`config.mk`:
```
export PLATFORM = sky130hd
export DESIGN_NAME = noa_queue
export DESIGN_NICKNAME = d
export VERILOG_FILES = /design/src/noa_pkg.sv /design/src/noa_queue.sv
export SDC_FILE = /design/constraint.sdc
export NUM_CORES = 1
export LEC_CHECK = 0
export ABC_AREA = 1
export BUFFER_PORTS_ARGS = -buffer_cell sky130_fd_sc_hd__buf_2
export CAP_MARGIN = 10
export CORE_MARGIN = 5
export CORE_UTILIZATION = 55
export CTS_BUF_LIST = sky130_fd_sc_hd__clkbuf_8
export DETAILED_ROUTE_END_ITERATION = 7
export MAX_ROUTING_LAYER = met4
export PLACE_DENSITY_LB_ADDON = 0.08
export SYNTH_ARGS = -nofsm -noshare
export SYNTH_HDL_FRONTEND = slang
export SYNTH_SLANG_ARGS = --single-unit
```
`constraint.sdc`:
```
create_clock -name i_clk -period 4 [get_ports i_clk]
set_input_delay 1.2 -clock i_clk [delete_from_list [all_inputs] [get_ports i_clk]]
set_output_delay 1.2 -clock i_clk [all_outputs]
set_load 0.01 [all_outputs]
```
`src/noa_pkg.sv`:
```
// ----------------------------------------------------------------------------
// noa_pkg
// Shared types, constants and tables of the note oscillator.
// ----------------------------------------------------------------------------
package noa_pkg;

    localparam int OCTAVES           = 10;
    localparam int MAX_LOG_HARMONICS = 10;
    localparam int H_W               = MAX_LOG_HARMONICS + 2;

    localparam logic [1:0] CFG_METHOD   = 2'd0;
    localparam logic [1:0] CFG_LOG_HARM = 2'd1;
    localparam logic [1:0] CFG_RATE     = 2'd2;

    localparam logic [1:0] METHOD_SILENT   = 2'd0;
    localparam logic [1:0] METHOD_NAIVE    = 2'd1;
    localparam logic [1:0] METHOD_ADDITIVE = 2'd2;
    localparam logic [1:0] METHOD_UNUSED   = 2'd3;

    localparam logic [1:0] WAVE_SINE   = 2'd0;
    localparam logic [1:0] WAVE_SAW    = 2'd1;
    localparam logic [1:0] WAVE_SQUARE = 2'd2;
    localparam logic [1:0] WAVE_TRI    = 2'd3;

    localparam logic [31:0] ONE_Q30     = 32'd1073741824;
    localparam logic [31:0] LN2_Q30     = 32'd620218;
    localparam logic [31:0] RECIP3_Q17  = 32'd43691;
    localparam logic [31:0] RECIP255_Q32 = 32'd16843010;
    localparam logic [31:0] SIN_C11     = 32'd3864;

    typedef enum logic [2:0] {
        K_ZERO,
        K_SILENT,
        K_SINE,
        K_NAIVE,
        K_ADD
    } t_kind;

    typedef struct packed {
        t_kind              kind;
        logic [3:0]         octave;
        logic [3:0]         semitone;
        logic signed [6:0]  cent;
        logic [7:0]         level;
        logic [1:0]         waveform;
    } t_item;

    typedef struct packed {
        logic [3:0]  log_harm;
        logic [17:0] rate;
    } t_cfg;

    typedef struct packed {
        logic        start;
        logic [63:0] dividend;
        logic [6:0]  count;
        logic [31:0] divisor;
    } t_div_req;

    typedef struct packed {
        logic        done;
        logic [63:0] quot;
    } t_div_rsp;

    function automatic logic [31:0] note_q22(input logic [3:0] semi);
        logic [31:0] v;
        case (semi)
            4'd0:    v = 32'd1097337155;
            4'd1:    v = 32'd1162588218;
            4'd2:    v = 32'd1231719311;
            4'd3:    v = 32'd1304961152;
            4'd4:    v = 32'd1382558181;
            4'd5:    v = 32'd1464769368;
            4'd6:    v = 32'd1551869087;
            4'd7:    v = 32'd1644148025;
            4'd8:    v = 32'd1741914154;
            4'd9:    v = 32'd1845493760;
            4'd10:   v = 32'd1955232530;
            default: v = 32'd2071496706;
        endcase
        return v;
    endfunction

    // horner coefficients after c11, highest order first
    function automatic logic [31:0] sin_coef(input logic [2:0] k);
        logic [31:0] v;
        case (k)
            3'd0:    v = 32'd172272;
            3'd1:    v = 32'd5026995;
            3'd2:    v = 32'd85569306;
            3'd3:    v = 32'd693598668;
            default: v = 32'd1686629713;
        endcase
        return v;
    endfunction

endpackage

```
`src/noa_queue.sv`:
```
// ----------------------------------------------------------------------------
// noa_queue
// Two-entry queue of classified words between front and back.
// ----------------------------------------------------------------------------
module noa_queue (
    input  logic          i_clk,
    input  logic          i_rst_n,
    input  logic          i_push,
    input  noa_pkg::t_item i_item,
    input  logic          i_pop,
    output noa_pkg::t_item o_item,
    output logic          o_full,
    output logic          o_empty
);
    import noa_pkg::*;

    t_item      r_mem [2];
    logic       r_wp;
    logic       r_rp;
    logic [1:0] r_cnt;

    always_ff @(posedge i_clk) begin
        if (i_push) begin
            r_mem[r_wp] <= i_item;
        end
        if (!i_rst_n) begin
            r_wp  <= 1'b0;
            r_rp  <= 1'b0;
            r_cnt <= 2'd0;
        end else begin
            if (i_push) begin
                r_wp <= !r_wp;
            end
            if (i_pop) begin
                r_rp <= !r_rp;
            end
            r_cnt <= r_cnt + {1'b0, i_push} - {1'b0, i_pop};
        end
    end

    assign o_item  = r_mem[r_rp];
    assign o_full  = (r_cnt == 2'd2);
    assign o_empty = (r_cnt == 2'd0);

endmodule

```
## Word level (Yosys, flattened, before mapping)

Memories as Yosys holds them, arrays and structs flattened. A register that Yosys moved wholly into a read port is not among the register bits.
Index checks and enable logic that the tools add are counted.

- Register bits after elaboration: 4
- Memory bits (writable): 56
- Output and inout bits: 30
- Memories: 1
- Bits of input ports: 32

Memory list:

| memory | depth | width | read ports | clocked after memory_dff | write ports | line | source |
|---|---|---|---|---|---|---|---|
| r_mem | 2 | 28 | 1 | 1 | 1 | noa_queue.sv:17 | `t_item r_mem [2];` |

- $add $sub $neg: 2
- Reductions and logical operators: 3
- Multiplexer cells: 4
- Eq/ne operators: 1

Operators with widths:

| kind | number |
|---|---|
| 1-bit 2-to-1 mux | 4 |
| 2-bit by 1-bit adder with 2-bit output | 1 |
| 2-bit equality test, second input constant | 1 |
| 1-bit logical NOT | 2 |
| 2-bit logical NOT | 1 |
| 2-bit by 1-bit subtractor with 2-bit output | 1 |

## Longest topological paths before layout

- Word-level depth: 3
- Depth in mapped cells: 7

## Least setup slack after synthesis

No wires, ideal clock.

- Path type: input port to flip-flop
- Start point: input port i_push
- End point: memory r_mem[0][0] (netlist bit), enable pin
- Stages on the path: 2
- Data arrival time: 2.422 ns
- Path slack: 1.164 ns
- Path buffers: 0
- Path through: inv_1 -> nor2_1

- Longest elaborated chain between the ends: 2

RTL lines:

| item | line | source |
|---|---|---|
| start: declaration | noa_queue.sv:8 | `input logic i_push,` |
| 1-bit 2-to-1 mux | noa_queue.sv:23 | `if (i_push) begin` |
| 1-bit 2-to-1 mux (implied by the code) | noa_queue.sv:24 | `r_mem[r_wp] <= i_item;` |
| end: declaration | noa_queue.sv:17 |  |

Every way passes these cells.

==> impl_metrics.py <==
metrics = {
    "global_routing": {
        "grt_pass1_vias": 1275,
        "antenna_found_initial": 0,
        "grt_max_degree": 29,
        "grt_usage_pct": 15.0,
        "overflow": 0,
        "grt_pass1_wl_mm": 5.78,
    },
    "logic_synthesis": {
        "ys_top_cells_by_count": "56 x edfxtp_1, 20 x mux2_4, 9 x nor2_1",
        "yosys.area_share.adder_pct": 1.07,
        "synth_cell_types": 12,
        "synthMuxAreaShare_pct": 16.6,
        "syn_area_um2": 2350,
        "synthSimpleGateAreaFrac_pct": 2.93,
        "synth-seq-cells": 61,
        "synth_area_leaders": "edfxtp_1 72%, mux2_4 13%, dfxtp_1 4.3%",
        "netlist_instances": 120,
        "synth_top_family_by_area": "multiplexers",
        "synth_compound_area_share_pct": 0.213,
        "synth_warnings": 0,
        "synth_edf_count": 56,
        "synth_top_area_share_pct": 71.6,
        "yosys.area.top_type": "edfxtp_1",
        "synth_nets": 154,
        "synth_ff_type": "edfxtp_1",
        "async_reset_ff_share_pct": 0,
        "avgSynthCellArea_um2": 19.6,
        "seq_area_frac_synth_pct": 75.9,
        "synth_xor_area_share_pct": 0,
        "yosys.cell_count.top_type": "edfxtp_1",
    },
    "clock_tree": {
        "cts_tree": "done",
        "ctsRootBufferMaster": "clkbuf_8",
        "cts_made_buffers": 9,
        "postCtsResizedCells": 0,
        "clock_latency_ns": 0.33,
        "clock_sinks": 61,
        "path_clk_slew_ns": 0.06,
        "htree_levels": 3,
        "hold_buffers": 0,
        "cts.path.max_buffers": 2,
        "post-cts-setup-buffers": 0,
    },
    "final_layout": {
        "diodes": 0,
        "fin_cells": 246,
        "drive_gt1_share_pct": 55.1,
        "fill_cells": 270,
        "area_delta_synth_final_pct": 22.4,
        "nNetsFinal": 225,
        "final_area_um2": 2880,
    },
    "floorplanning": {
        "start_util_pct": 57.9,
        "die_width_um": 75.3,
        "io_pins": 62,
        "num_rows": 23,
        "die_area_um2": 5680,
        "die_h_um": 75.3,
        "core-area_um2": 4060,
    },
    "place": {
        "numPortBuffers": 61,
        "dp_worst_setup_slack_ns": 1.35,
        "place_area_um2": 2680,
        "place_congestion": 0.657,
        "dp_cells": 230,
        "hpwl_mm": 2.53,
    },
    "hold_path": {
        "hp-start": "r_wp$_SDFFE_PN0P_",
        "whs_endpoint": "r_wp$_SDFFE_PN0P_",
        "hp-class": "flip-flop to flip-flop",
        "hold_depth": 2,
    },
    "outcome": {
        "outcome": "complete, no violations",
    },
    "timing": {
        "drv_slew": 0,
        "period_share_pct": 74.3,
        "fin_skew_ns": 0.00983,
        "slew_headroom_pct": 43.1,
        "finalSetupViolCount": 0,
        "hold_violations": 0,
        "finalWorstSetupSlack_ns": 1.03,
        "fin_setup_tns_ns": 0,
        "tightest_slew_ns": 0.853,
        "fin_crit_ns": 2.97,
        "rsz0062_at_grt": "no",
        "clock.fmax_mhz": 336,
    },
    "routing": {
        "wire_per_inst_um": 15.2,
        "drc": 0,
        "dr.pass1.iters": 4,
        "ant_nets": 0,
        "route.vias.total": 1215,
        "vias_per_cell": 4.94,
        "wirelength_mm": 3.74,
        "dr.first_iter.drc_count": 68,
    },
    "critical_path": {
        "r2r-start": "r_wp$_SDFFE_PN0P_",
        "end_kind": "primary output",
        "rrSetupSlack_ns": 2.35,
        "critPathLaunchType": "flip-flop",
        "path_class": "flip-flop to primary output",
        "crit_fanout": 28,
        "r2r_cells": 3,
        "cp.arrival_ns": 1.77,
        "r2r-end": "r_mem[1][3]$_DFFE_PP_",
        "critPathRequiredTime_ns": 2.80,
    },
    "power": {
        "peakVddDrop_mv": 0.501,
        "power.density_nw_per_um2": 489,
        "p_leak_nw": 1.19,
    },
    "job": {
        "max_cap_viol_count": 0,
    },
}
## cell families (layout without fill, tap and decap cells)
family / count (synthesis) / in the layout
buffers and inverters: 10 / 86
and+or+nand+nor: 18 / 18
AOI/OAI and AO/OA: 1 / 1
DFF: 61 / 61
adders and majority gates: 2 / 2
muxes: 28 / 28
## flip-flops by register name (all words and copies together), names as in the netlist, named ones only
signal  cells
r_mem      56
r_wp        1
r_rp        1
r_cnt       2
## critical path, cell delays in order, from the launching register on
cell,delay [ns]
dfxtp_2,0.89
mux2_2,0.42
buf_2,0.14
## per-stage QoR
stage | total power, W | hold slack [ns] | utilization [%]
3_5_place_dp | 0.000915 | 0.488 | 66.1
4_1_cts | 0.00143 | 0.512 | 70.9
5_1_grt | 0.00147 | 0.545 | 70.9
3_3_place_gp | 0.000907 | 0.480 | 66.1
2_1_floorplan | 0.000858 | 0.463 | -
6_report | 0.00141 | 0.517 | 70.9
## where the power goes
part | internal [W] | total, W | switching (W)
clock network | 0.000284 | 0.000509 | 0.000226
logic | 0.0000752 | 0.000140 | 0.0000648
registers | 0.000737 | 0.000758 | 0.0000212
total | 0.00110 | 0.00141 | 0.000312
## area by class of cell
cell class | instances | area (µm²) | share of cell area (%)
Timing Repair Buffer | 63 | 320 | 11.1
Clock buffer | 9 | 124 | 4.31
Sequential cell | 61 | 1780 | 62.0
Clock inverter | 7 | 67.6 | 2.35
Inverter | 7 | 26.3 | 0.914
Tap cell | 50 | 62.6 | 2.18
Multi-Input combinational cell | 49 | 492 | 17.1
## cells in the final DEF (no fill, tap or decap), drive strengths merged
master     n
a21oi      1
buf       63
bufinv     1
clkbuf     9
clkinv     3
clkinvlp   2
dfxtp      5
edfxtp    56
ha         2
inv        8
mux2      28
nand2      8
nand3      1
nor2       9
## worst max path at each step
stage | start | to | slack [ns] | cells past startpoint
3_3_place_gp | flip-flop | o_item[0] | 1.39 | 2
3_5_place_dp | flip-flop | o_item[0] | 1.35 | 2
6_report | flip-flop | o_item[1] | 1.03 | 2
5_1_grt | flip-flop | o_item[0] | 0.91 | 2
4_1_cts | flip-flop | o_item[3] | 0.99 | 2
2_1_floorplan | i_push | r_mem[0][0]$_DFFE_PP_ | 1.16 | 2
## metal layers
metal	share of wire (%)	wire, µm	track usage, %
met5	0	0	-
met3	8.2	305	5.80
met2	50	1860	24.1
met1	40	1510	16.9
met4	1.6	60	6.41
No activity file was read; power rests on OpenSTA's default activity.
