===== config.mk =====
export PLATFORM = sky130hd
export DESIGN_NAME = noa_front
export DESIGN_NICKNAME = d
export VERILOG_FILES = /design/src/noa_pkg.sv /design/src/noa_front.sv
export SDC_FILE = /design/constraint.sdc
export NUM_CORES = 1
export LEC_CHECK = 0
export ABC_CLOCK_PERIOD_IN_PS = 1990
export BUFFER_PORTS_ARGS = -buffer_cell sky130_fd_sc_hd__buf_4
export CORE_MARGIN = 10
export CORE_UTILIZATION = 42
export DETAILED_ROUTE_END_ITERATION = 8
export GPL_TIMING_DRIVEN = 0
export PLACE_DENSITY = 0.89
export SETUP_SLACK_MARGIN = 0.5
export SYNTH_ARGS = -nofsm -noshare
export SYNTH_HDL_FRONTEND = slang
export SYNTH_SLANG_ARGS = --single-unit
export TNS_END_PERCENT = 20

===== constraint.sdc =====
create_clock -name i_clk -period 1.99 [get_ports i_clk]
set_input_delay 0.0995 -clock i_clk [delete_from_list [all_inputs] [get_ports i_clk]]
set_output_delay 0.0995 -clock i_clk [all_outputs]
set_load 0.03 [all_outputs]

===== src/noa_pkg.sv =====
// ----------------------------------------------------------------------------
// noa_pkg
// Shared types, constants and tables of the note oscillator.
// ----------------------------------------------------------------------------
package noa_pkg;

    localparam int OCTAVES           = 10;
    localparam int MAX_LOG_HARMONICS = 10;
    localparam int H_W               = MAX_LOG_HARMONICS + 2;

    localparam logic [1:0] CFG_METHOD   = 2'd0;
    localparam logic [1:0] CFG_LOG_HARM = 2'd1;
    localparam logic [1:0] CFG_RATE     = 2'd2;

    localparam logic [1:0] METHOD_SILENT   = 2'd0;
    localparam logic [1:0] METHOD_NAIVE    = 2'd1;
    localparam logic [1:0] METHOD_ADDITIVE = 2'd2;
    localparam logic [1:0] METHOD_UNUSED   = 2'd3;

    localparam logic [1:0] WAVE_SINE   = 2'd0;
    localparam logic [1:0] WAVE_SAW    = 2'd1;
    localparam logic [1:0] WAVE_SQUARE = 2'd2;
    localparam logic [1:0] WAVE_TRI    = 2'd3;

    localparam logic [31:0] ONE_Q30     = 32'd1073741824;
    localparam logic [31:0] LN2_Q30     = 32'd620218;
    localparam logic [31:0] RECIP3_Q17  = 32'd43691;
    localparam logic [31:0] RECIP255_Q32 = 32'd16843010;
    localparam logic [31:0] SIN_C11     = 32'd3864;

    typedef enum logic [2:0] {
        K_ZERO,
        K_SILENT,
        K_SINE,
        K_NAIVE,
        K_ADD
    } t_kind;

    typedef struct packed {
        t_kind              kind;
        logic [3:0]         octave;
        logic [3:0]         semitone;
        logic signed [6:0]  cent;
        logic [7:0]         level;
        logic [1:0]         waveform;
    } t_item;

    typedef struct packed {
        logic [3:0]  log_harm;
        logic [17:0] rate;
    } t_cfg;

    typedef struct packed {
        logic        start;
        logic [63:0] dividend;
        logic [6:0]  count;
        logic [31:0] divisor;
    } t_div_req;

    typedef struct packed {
        logic        done;
        logic [63:0] quot;
    } t_div_rsp;

    function automatic logic [31:0] note_q22(input logic [3:0] semi);
        logic [31:0] v;
        case (semi)
            4'd0:    v = 32'd1097337155;
            4'd1:    v = 32'd1162588218;
            4'd2:    v = 32'd1231719311;
            4'd3:    v = 32'd1304961152;
            4'd4:    v = 32'd1382558181;
            4'd5:    v = 32'd1464769368;
            4'd6:    v = 32'd1551869087;
            4'd7:    v = 32'd1644148025;
            4'd8:    v = 32'd1741914154;
            4'd9:    v = 32'd1845493760;
            4'd10:   v = 32'd1955232530;
            default: v = 32'd2071496706;
        endcase
        return v;
    endfunction

    // horner coefficients after c11, highest order first
    function automatic logic [31:0] sin_coef(input logic [2:0] k);
        logic [31:0] v;
        case (k)
            3'd0:    v = 32'd172272;
            3'd1:    v = 32'd5026995;
            3'd2:    v = 32'd85569306;
            3'd3:    v = 32'd693598668;
            default: v = 32'd1686629713;
        endcase
        return v;
    endfunction

endpackage


===== src/noa_front.sv =====
// ----------------------------------------------------------------------------
// noa_front
// Configuration registers, input clamping and classification of each word.
// ----------------------------------------------------------------------------
module noa_front (
    input  logic                i_clk,
    input  logic                i_rst_n,
    input  logic                i_in_valid,
    output logic                o_in_stall,
    input  logic                i_enable,
    input  logic [3:0]          i_octave,
    input  logic [3:0]          i_semitone,
    input  logic signed [6:0]   i_cent_offset,
    input  logic [7:0]          i_level,
    input  logic [1:0]          i_waveform,
    input  logic                i_cfg_we,
    input  logic [1:0]          i_cfg_idx,
    input  logic [17:0]         i_cfg_data,
    input  logic                i_full,
    output logic                o_push,
    output noa_pkg::t_item      o_item,
    output noa_pkg::t_cfg       o_cfg
);
    import noa_pkg::*;

    logic [1:0]  r_method;
    logic [3:0]  r_log_harm;
    logic [17:0] r_rate;

    always_ff @(posedge i_clk) begin
        if (!i_rst_n) begin
            r_method   <= METHOD_NAIVE;
            r_log_harm <= 4'd4;
            r_rate     <= 18'd48000;
        end else if (i_cfg_we) begin
            case (i_cfg_idx)
                CFG_METHOD:   r_method   <= i_cfg_data[1:0];
                CFG_LOG_HARM: r_log_harm <= i_cfg_data[3:0];
                CFG_RATE:     r_rate     <= i_cfg_data;
                default:      ;
            endcase
        end
    end

    always_comb begin
        o_cfg.log_harm = (r_log_harm > 4'(MAX_LOG_HARMONICS)) ?
                         4'(MAX_LOG_HARMONICS) : r_log_harm;
        o_cfg.rate     = (r_rate == 18'd0) ? 18'd1 : r_rate;
    end

    always_comb begin
        o_item.octave   = (i_octave > 4'(OCTAVES - 1)) ? 4'(OCTAVES - 1) : i_octave;
        o_item.semitone = (i_semitone > 4'd11) ? 4'd11 : i_semitone;
        if (i_cent_offset < -7'sd50) begin
            o_item.cent = -7'sd50;
        end else if (i_cent_offset > 7'sd49) begin
            o_item.cent = 7'sd49;
        end else begin
            o_item.cent = i_cent_offset;
        end
        o_item.level    = i_level;
        o_item.waveform = i_waveform;
        if (!i_enable) begin
            o_item.kind = K_ZERO;
        end else if (i_waveform == WAVE_SINE) begin
            o_item.kind = K_SINE;
        end else if (r_method == METHOD_NAIVE) begin
            o_item.kind = K_NAIVE;
        end else if (r_method == METHOD_ADDITIVE) begin
            o_item.kind = K_ADD;
        end else begin
            o_item.kind = K_SILENT;
        end
    end

    assign o_push     = i_in_valid && !i_full;
    assign o_in_stall = i_full;

endmodule


Word level (Yosys, flattened, before mapping)
Index checks and enable logic that the tools add are counted.
- register bits: 24
- input port bits: 51
- output and inout port bits: 52
- order comparisons: 5
- eq/ne operators: 4
- muxes and demuxes: 10
- reductions and logical operators: 8
- operators by type and width (kind ; number):
    18-bit zero test ; 1
    18-bit two-way mux ; 1
    7-bit two-way mux ; 2
    4-bit > comparator, second input constant ; 3
    3-bit two-way mux ; 4
    4-bit two-way mux ; 3
    7-bit > comparator, second input constant ; 1
    7-bit less-than comparator, second input constant ; 1
    2-bit AND reduction ; 3
    2-bit by 1-bit == test with 1-bit output, second input constant ; 2
    2-bit == test, second input constant ; 2
    2-bit zero test ; 2
    1-bit logical AND ; 1
    1-bit zero test ; 1

Logic depth before layout (Yosys ltp)
- depth after elaboration: 5
- mapped depth: 5
- mapped depth without buffers: 3

Least setup slack after synthesis
No wires, ideal clock.
- path type: flip-flop to output port
- start point: reg r_rate[10]
- end point: out o_cfg[0] (netlist name)
- data arrival time: 1.691 ns
- path slack: 0.199 ns
- cell stages (with the launch flop): 4
- path buffers: 0
- path through: dfxtp_1 -> nor4_1 -> nand4_1 -> o41ai_1
- RTL lines (what ; RTL line ; text):
    start: declaration ; noa_front.sv:28 ; logic [17:0] r_rate;
    start signal: assignment ; noa_front.sv:39 ; CFG_RATE: r_rate <= i_cfg_data;
    end: declaration ; noa_front.sv:22 ; output noa_pkg::t_cfg o_cfg

==> impl_metrics.tcl <==
set metrics [dict create \
    synth.area.top_cells "dfxtp_1 (37%), nand2_1 (12%), clkbuf_1 (7.3%)" \
    crit_fanout 3 \
    nets 331 \
    slew_headroom_pct 68.8 \
    hold_class "input pin to flip-flop" \
    core_area_um2 3000 \
    period_minus_slack_ns 1.63 \
    synth_ff_type "dfxtp_1" \
    ir_drop_uv 315 \
    ys_types 32 \
    post-dp-hpwl_mm 3.38 \
    first_iter_violations 29 \
    hold_viol 0 \
    syn_nets 225 \
    root_buffer "clkbuf_4" \
    tns_ns 0 \
    critPathLaunchType "flip-flop" \
    synth_seq_area_share_pct 37.2 \
    via_count 1448 \
    synthArstFlopShare_pct 0 \
    insertion_delay_ns 0.30 \
    avgViaCountPerCell 4.66 \
    synth_common_cells "nand2_1 (40), clkbuf_1 (25), dfxtp_1 (24), buf_4 (12), nor2b_1 (9)" \
    synth_area_per_cell_um2 7.42 \
    htree_levels 1 \
    cap_viol_max_count 0 \
    setup_viol 0 \
    grt_pass1_vias 1441 \
    cp.required_ns 1.89 \
    drt_pass1_iterations 6 \
    synth_edf_count 0 \
    fin_skew_ns 0 \
    rows 20 \
    finalCoreUtilization_pct 72.2 \
    grt_pass1_wl_mm 6.20 \
    drv_slew 0 \
    syn_area_um2 1290 \
    drc_errors 0 \
    fmax_ghz 0.614 \
    place.gp.congestion 0.769 \
    end_kind "output port" \
    routed_wl_mm 4.08 \
    powerDensity_nw_per_um2 517 \
    start_util_pct 43.0 \
    cts_tree "built" \
    synth_top_area_share_pct 37.2 \
    yosysMostFrequentCell "nand2_1" \
    die_x_um 75.4 \
    grt_max_degree 13 \
    netlist_instances 174 \
    synth_seq_cells 24 \
    cts_buffer_depth 2 \
    arrival_ns 1.53 \
    avgRoutedWirePerCell_um 13.1 \
    critPathKind "flip-flop to output port" \
    grt_overflow 0 \
    port_buffers 94 \
    dieArea_um2 5690 \
    crit_slowest_cell "dfxtp_1" \
    syn_to_final_growth_pct 67.8 \
    max_stage_delay_ns 0.36 \
    worst_pin_slew_ns 0.469 \
    postRouteAntennaNets 0 \
    diodes 0 \
    crit_chain "nor4_2 -> nand4_1 -> o41ai_2 -> buf_4" \
    cts_buffers 3 \
    antenna_found_initial 0 \
    rsz0062_at_grt "yes" \
    die-height_um 75.4 \
    grt_use_total_pct 13.5 \
    outcome "finished clean" \
    ioPinCount 103 \
    post-route-period-util_pct 81.8 \
    drive_gt1_share_pct 42.4 \
    cts_sinks 24 \
    ys_warn_count 0 \
    power.leakage_nw 1.05 \
    yosysTopAreaCell "dfxtp_1" \
    cts.clk_slew.worst_paths_ns 0.12 \
]
repair_timing:
action	CTS	global route
buffers inserted	0	0
endpoints found under the hold margin	6	1
pin swaps	0	2
gates resized for setup	2	3
hold buffers	6	1
endpoints found under the setup margin	1	1
cell type report:
type | instances | area, um^2
clock buffers | 3 | 22.5
inverters | 2 | 7.51
repair buffers | 101 | 776
plain buffers | 39 | 200
flip-flops and latches | 24 | 482
well taps | 33 | 41.3
fillers | 266 | 836
multi-input cells | 109 | 638
worst max-delay path: cells and delay by family (launching register included):
kind | cells | cell delay (ns)
compound gates | 1 | 0.24
buf+inv | 1 | 0.22
flops | 1 | 0.36
simple gates | 2 | 0.42
per-stage QoR:
| stage | std cells | power, W | instance area, um^2 | setup slack, ns | hold slack [ns] |
|---|---|---|---|---|---|
| floorplan | 174 | 0.000733 | 1300 | 0.587 | 0.224 |
| global placement | 301 | 0.000907 | 2050 | 0.660 | 0.309 |
| detailed placement | 301 | 0.000912 | 2050 | 0.642 | 0.313 |
| CTS | 310 | 0.00112 | 2140 | 0.333 | 0.00277 |
| global route | 311 | 0.00118 | 2170 | 0.286 | 0.0169 |
| finish | 311 | 0.00112 | 2170 | 0.362 | 0.0112 |
state kept, by name (all words and copies together), names as in the netlist:
name,count
r_log_harm,4
r_method,2
r_rate,18
cell families (layout without fill, tap and decap cells):
kind of cell | after synthesis | count (layout) | share of synthesized area, %
buf+inv | 41 | 145 | 16.1
flops | 24 | 24 | 37.2
simple gates | 77 | 77 | 28.6
compound gates | 27 | 27 | 14.2
mux | 5 | 5 | 3.88
per-layer routing:
layer  global-route usage [%]  up-vias  wire, um
met5                        0        -         0
met4                     3.71        0        17
met3                     5.47        2       526
met2                     25.1       62      2000
met1                     13.5      630      1540
li1                         -      754         -
path summary, 6_finish.rpt:
path	start	endpoint	slack (ns)	cells after the start
worst max register to register	r_method[0]	r_method[0]	1.28	2
worst min register to register	r_rate[0]	r_rate[0]	0.49	2
worst max-delay path	r_rate[4]	o_cfg[0]	0.36	4
worst min-delay path	i_cfg_data[2]	r_log_harm[2]	0.01	3
report_power, final:
part           switching (W)  internal [W]  total [W]  leakage, nW
clock network       0.000135     0.0000706   0.000206       0.0138
logic               0.000207      0.000189   0.000396        0.843
registers          0.0000178      0.000500   0.000518        0.196
total               0.000360      0.000759    0.00112         1.05
layout by cell type (no fill, tap or decap), types with 5 or more instances in the layout:
master           n
clkbuf_1        25
nand3_1          7
nand2_1         40
dfxtp_1         23
nor2b_1          9
nor2_1           8
dlygate4sd3_1    7
buf_4          106
a21boi_0         8
mux2i_1          5
(Power assumes the default switching activity.)
